$ cat config.mk
export PLATFORM = sky130hd
export DESIGN_NAME = nlt_ctrl
export DESIGN_NICKNAME = d
export VERILOG_FILES = /design/src/nlt_pkg.sv /design/src/nlt_ctrl.sv
export SDC_FILE = /design/constraint.sdc
export NUM_CORES = 1
export LEC_CHECK = 0
export ABC_AREA = 1
export BUFFER_PORTS_ARGS = -buffer_cell sky130_fd_sc_hd__buf_2
export CAP_MARGIN = 20
export CORE_MARGIN = 2
export CORE_UTILIZATION = 35
export DETAILED_ROUTE_END_ITERATION = 8
export GPL_TIMING_DRIVEN = 1
export MAX_ROUTING_LAYER = met4
export PLACE_DENSITY = 0.56
export SKIP_CTS_REPAIR_TIMING = 1
export SLEW_MARGIN = 20
export SYNTH_ARGS = -nofsm -noshare
export SYNTH_HDL_FRONTEND = slang
export SYNTH_SLANG_ARGS = --single-unit
$ cat constraint.sdc
create_clock -name clk -period 2.5 [get_ports clk]
set_input_delay 0.25 -clock clk [delete_from_list [all_inputs] [get_ports clk]]
set_output_delay 0.25 -clock clk [all_outputs]
set_load 0.1 [all_outputs]
$ cat src/nlt_pkg.sv
// Shared types and constants of the named lock table.
`default_nettype none
package nlt_pkg;

    localparam int unsigned NAME_W = 64;
    localparam int unsigned STATUS_W = 3;

    localparam logic [NAME_W-1:0] HASH_MULT = 64'h9E37_79B9_7F4A_7C15;

    localparam logic [STATUS_W-1:0] ST_GRANTED   = 3'd0;
    localparam logic [STATUS_W-1:0] ST_BUSY      = 3'd1;
    localparam logic [STATUS_W-1:0] ST_REL_IDLE  = 3'd2;
    localparam logic [STATUS_W-1:0] ST_REL_WAKE  = 3'd3;
    localparam logic [STATUS_W-1:0] ST_FULL      = 3'd4;
    localparam logic [STATUS_W-1:0] ST_NOT_FOUND = 3'd5;

    localparam logic [1:0] LW_FREE   = 2'd0;
    localparam logic [1:0] LW_LOCKED = 2'd1;
    localparam logic [1:0] LW_WAIT   = 2'd2;

    localparam logic CMD_ACQUIRE = 1'b0;
    localparam logic CMD_RELEASE = 1'b1;

    typedef struct packed {
        logic              used;
        logic [1:0]        lw;
        logic [NAME_W-1:0] name;
    } nlt_entry_t;

    typedef struct packed {
        logic clr_step;
        logic capture;
        logic hash0;
        logic hash1;
        logic hash2;
        logic rd;
        logic advance;
        logic finish;
    } nlt_cmd_t;

    typedef struct packed {
        logic clr_last;
        logic hit;
        logic empty;
        logic last_probe;
        logic out_free;
    } nlt_stat_t;

endpackage
`default_nettype wire

$ cat src/nlt_ctrl.sv
// Sequencer: clearing pass, hash steps, probe walk and result hand-off.
`default_nettype none
module nlt_ctrl
    import nlt_pkg::*;
(
    input  wire logic      clk,
    input  wire logic      rst_n,
    input  wire logic      in_valid,
    output logic           in_ready,
    input  wire nlt_stat_t stat,
    output nlt_cmd_t       cmd
);

    typedef enum logic [7:0] {
        S_CLEAR = 8'b0000_0001,
        S_IDLE  = 8'b0000_0010,
        S_HASH0 = 8'b0000_0100,
        S_HASH1 = 8'b0000_1000,
        S_HASH2 = 8'b0001_0000,
        S_RD    = 8'b0010_0000,
        S_CMP   = 8'b0100_0000,
        S_DONE  = 8'b1000_0000
    } state_t;

    state_t state_reg;
    state_t state_next;

    always_ff @(posedge clk or negedge rst_n)
    begin
        if (!rst_n)
        begin
            state_reg <= S_CLEAR;
        end
        else
        begin
            state_reg <= state_next;
        end
    end

    always_comb
    begin
        state_next = state_reg;
        cmd        = '0;
        in_ready   = 1'b0;
        unique case (state_reg)
            S_CLEAR:
            begin
                cmd.clr_step = 1'b1;
                if (stat.clr_last)
                begin
                    state_next = S_IDLE;
                end
            end
            S_IDLE:
            begin
                in_ready = 1'b1;
                if (in_valid)
                begin
                    cmd.capture = 1'b1;
                    state_next  = S_HASH0;
                end
            end
            S_HASH0:
            begin
                cmd.hash0  = 1'b1;
                state_next = S_HASH1;
            end
            S_HASH1:
            begin
                cmd.hash1  = 1'b1;
                state_next = S_HASH2;
            end
            S_HASH2:
            begin
                cmd.hash2  = 1'b1;
                state_next = S_RD;
            end
            S_RD:
            begin
                cmd.rd     = 1'b1;
                state_next = S_CMP;
            end
            S_CMP:
            begin
                if (stat.hit || stat.empty || stat.last_probe)
                begin
                    state_next = S_DONE;
                end
                else
                begin
                    cmd.advance = 1'b1;
                    state_next  = S_RD;
                end
            end
            S_DONE:
            begin
                if (stat.out_free)
                begin
                    cmd.finish = 1'b1;
                    state_next = S_IDLE;
                end
            end
            default:
            begin
                state_next = S_CLEAR;
            end
        endcase
    end

endmodule
`default_nettype wire

### Yosys cells after proc, flatten, opt, wreduce, memory -nomap -nowiden

Index checks and enable logic that the tools add are counted.
Widths: inputs -> output; s select.

| word-level totals | value |
|---|---|
| flip-flop bits (word level) | 8 |
| bits of input ports | 8 |
| output and inout bits | 9 |

| cells by class | value |
|---|---|
| reductions and logical operators | 3 |
| mux-type cells | 17 |
| equality and inequality tests | 11 |

Operators with widths:

| kind | count |
|---|---|
| $pmux 8 s8 | 1 |
| $mux 8 | 4 |
| $mux 1 | 12 |
| $eq 8x1->1 const B | 1 |
| $eq 8x2->1 const B | 1 |
| $eq 8x3->1 const B | 1 |
| $eq 8x4->1 const B | 1 |
| $eq 8x5->1 const B | 1 |
| $eq 8x6->1 const B | 1 |
| $eq 8x7->1 const B | 1 |
| $eq 8x8->1 const B | 1 |
| $ne 2x2->1 const B | 3 |
| $reduce_and 3->1 | 1 |
| $logic_or 1x1->1 | 2 |

### Depth between registers and ports, before layout

| depth | value |
|---|---|
| depth in word-level cells | 4 |
| mapped depth | 8 |

### Worst setup path after synthesis

No wires, ideal clock.

| path | value |
|---|---|
| kind | reg-to-output |
| from | register state_reg[3] |
| to | output port cmd[1] in the netlist's numbering |
| slack | 0.225 ns |
| path buffers | 0 |
| cell stages (with the launch flop) | 6 |
| arrival time | 2.025 ns |
| cells stage by stage | dfrtp_1 -> inv_1 -> nand2_2 -> nor2_2 -> nand2_1 -> nor2_1 |

RTL lines:

| element | RTL line | text |
|---|---|---|
| start: declaration | nlt_ctrl.sv:25 | `state_t state_reg;` |
| start signal: assignment | nlt_ctrl.sv:36 | `state_reg <= state_next;` |
| end: declaration | nlt_ctrl.sv:11 | `output nlt_cmd_t cmd` |

==> impl_metrics.env <==
export IMPL_status="complete, no violations"
export IMPL_post_route_period_util=0.7543
export IMPL_ys_types=15
export IMPL_rsz0062_at_grt="false"
export IMPL_crit_path_top_delay_cell="buf_2"
export IMPL_die_area_um2=1741
export IMPL_worst_ir_drop_vdd_v=0.0007164
export IMPL_maxCapViolCount=0
export IMPL_routed_wl_um=1026
export IMPL_required_ns=2.25
export IMPL_hp_class="in2reg"
export IMPL_hold_violations=0
export IMPL_globalRouteMet3Util=0.01739
export IMPL_clk_pin_slew_worst_paths_ns=0.05
export IMPL_internal_power_mw=0.2857
export IMPL_first_pass_iters=4
export IMPL_yosys_register_bits=8
export IMPL_die_width_um=41.72
export IMPL_cp_cell_sequence="inv_1, nand2_2, nor2_2, nand2_1, nor2_1, buf_2"
export IMPL_crit_family="buffers and inverters"
export IMPL_synth_commonest_cells="nand2_1 (23), inv_1 (18), nor2_1 (15), dfrtp_1 (7), nand2_2 (3)"
export IMPL_synth_area_leaders="dfrtp_1 (35%), nand2_1 (17%), inv_1 (14%)"
export IMPL_ys_warn_count=0
export IMPL_io_buffers=16
export IMPL_cts_buffer_depth=2
export IMPL_p_clk_frac=0.175
export IMPL_slew_violations=0
export IMPL_synth_flop_cell="dfrtp_1"
export IMPL_antenna_found_initial=0
export IMPL_hold_path_depth=3
export IMPL_power_density_nw_per_um2=951.8
export IMPL_switching_share=0.5258
export IMPL_io_pins=17
export IMPL_fin_skew_ns=0.006492
export IMPL_met1_usage=0.1600
export IMPL_yosysMostFrequentCell="nand2_1"
export IMPL_start_util=0.3780
export IMPL_reg2reg_slack_ns=1.29
export IMPL_r2r_start="state_reg[0]$_DFFE_PN1P_"
export IMPL_first_iter_violations=7
export IMPL_routedWlPerCell_um=9.000
export IMPL_final_antenna_net_count=0
export IMPL_cp_arrival_ns=1.64
export IMPL_cts_buffers=3
export IMPL_path_depth=6
export IMPL_synth_top_area_frac=0.3518
export IMPL_cts_root_buffer="clkbuf_4"
export IMPL_layout_min_cycle_time_ns=1.886
export IMPL_grt_pass1_wl_um=1683
export IMPL_critical_path_class="reg2out"
export IMPL_synth_nets=86
export IMPL_worstSetupEndpoint="cmd[1]"
export IMPL_cts_htree_levels=1
export IMPL_place_ws_ns=0.8805
export IMPL_die_h_um=41.72
export IMPL_gr_total_overflow=0
export IMPL_largest_reg_flops=8
export IMPL_setup_ws_ns=0.6143
export IMPL_grt_max_degree=9
export IMPL_cts_sinks=8
export IMPL_worst_pin_slew_ns=0.4894
export IMPL_synth_top_area_cell="dfrtp_1"
export IMPL_switchingPower_mw=0.3169
export IMPL_setup_viol=0
export IMPL_track_usage=0.1333
export IMPL_max_freq_ghz=0.5303
export IMPL_area_delta_synth_final_pct=27.14
export IMPL_cts_tree="built"
export IMPL_place_congestion=0.7828
export IMPL_synthCells=78
export IMPL_core_um2=1318
export IMPL_synth_area_um2=498.0
export IMPL_seq_power_share=0.276
export IMPL_fin_setup_tns_ns=0
export IMPL_grt_pass1_vias=429
export IMPL_final_nets=108
export IMPL_insertion_delay_ns=0.25
export IMPL_startpoint_type="register"
export IMPL_drive_gt1_frac=0.2828
export IMPL_crit_start="state_reg[3]$_DFFE_PN0P_"
export IMPL_dp_hpwl_um=825.6
export IMPL_async_flop_share=1.000
export IMPL_yosysSeqAreaShare=0.4045
export IMPL_gr_usage_met2=0.1938
export IMPL_drc_errors=0
export IMPL_nFillCells=136
export IMPL_rr_endpoint="state_reg[1]$_DFFE_PN0P_"
export IMPL_slew_headroom=0.6760
export IMPL_max_stage_delay_ns=0.43
export IMPL_vias=472
export IMPL_r2r_cells=6
export IMPL_syn_area_per_cell_um2=6.384
export IMPL_power_leakage_nw=0.4380
export IMPL_worst_setup_path_end_kind="output pin"
export IMPL_vias_per_cell=4.140
export IMPL_crit_fanout=5
export IMPL_crit_buf_inv=2
export IMPL_num_antenna_cells=0
export IMPL_pwr_share_comb=0.549
export IMPL_busiest_layer="met2"
export IMPL_fp_row_count=13
export IMPL_synth_edf_count=0
stage by stage:
stage	std cells	util	cell area (µm²)	total power [mW]	hold slack, ns
2_1_floorplan	78	-	498.0	0.4481	-0.04559
3_3_place_gp	109	0.4530	596.8	0.4987	0.1097
3_5_place_dp	109	0.4530	596.8	0.5006	0.1098
4_1_cts	113	0.4729	623.1	0.6119	-0.1678
5_1_grt	114	0.4805	633.1	0.6458	0.2358
6_report	114	0.4805	633.1	0.6026	0.2386
layout by cell type (no fill, tap or decap), types with 2 or more instances in the layout:
cell	count
o21ai_0	2
clkbuf_4	3
buf_2	16
dfrtp_1	7
inv_1	18
inv_2	2
nand2_1	23
nand2_2	3
nor2_1	15
final cells by class:
| class | instances | area [µm²] | share of cell area |
|---|---|---|---|
| Inverter | 20 | 75.07 | 0.1186 |
| Sequential cell | 8 | 201.4 | 0.3182 |
| Tap cell | 15 | 18.77 | 0.02964 |
| Multi-Input combinational cell | 50 | 221.5 | 0.3498 |
| Clock buffer | 4 | 26.28 | 0.04150 |
| Timing Repair Buffer | 17 | 90.09 | 0.1423 |
layer usage:
| metal | routed length, µm | vias to the layer above |
|---|---|---|
| li1 | - | 262 |
| met1 | 511 | 191 |
| met2 | 434 | 17 |
| met3 | 53 | 2 |
| met4 | 27 | 0 |
| met5 | 0 | - |
kinds of logic (layout without fill, tap and decap cells):
family / Yosys count / after routing / synth area share
buffers and inverters: 20 / 41 / 0.1507
and+or+nand+nor: 47 / 47 / 0.4146
AOI/OAI and AO/OA: 3 / 3 / 0.03014
DFF: 8 / 8 / 0.4045
power by group through the flow:
stage	sequential [mW]	clock (mW)	combinational (mW)
3_5_place_dp	0.169	0	0.331
5_1_grt	0.169	0.119	0.357
2_1_floorplan	0.166	0	0.282
4_1_cts	0.167	0.112	0.333
3_3_place_gp	0.168	0	0.331
6_report	0.167	0.105	0.331
worst min path at each step:
| stage | slack [ns] | end | start |
|---|---|---|---|
| 2_1_floorplan | -0.05 | state_reg[1]$_DFFE_PN0P_ | rst_n |
| 3_3_place_gp | 0.11 | state_reg[4]$_DFFE_PN0P_ | rst_n |
| 3_5_place_dp | 0.11 | state_reg[4]$_DFFE_PN0P_ | rst_n |
| 4_1_cts | -0.17 | state_reg[6]$_DFFE_PN0P_ | rst_n |
| 5_1_grt | 0.24 | state_reg[0]$_DFFE_PN1P_ | stat[4] |
| 6_report | 0.24 | state_reg[0]$_DFFE_PN1P_ | stat[4] |
worst register-to-register path, stage by stage (launching register included):
cell	delay, ns
dfstp_2	0.53
nand2_1	0.05
nor2_1	0.12
nand2_2	0.08
or2_1	0.22
nand2_1	0.06
nor2_1	0.04
(Power assumes the default switching activity.)
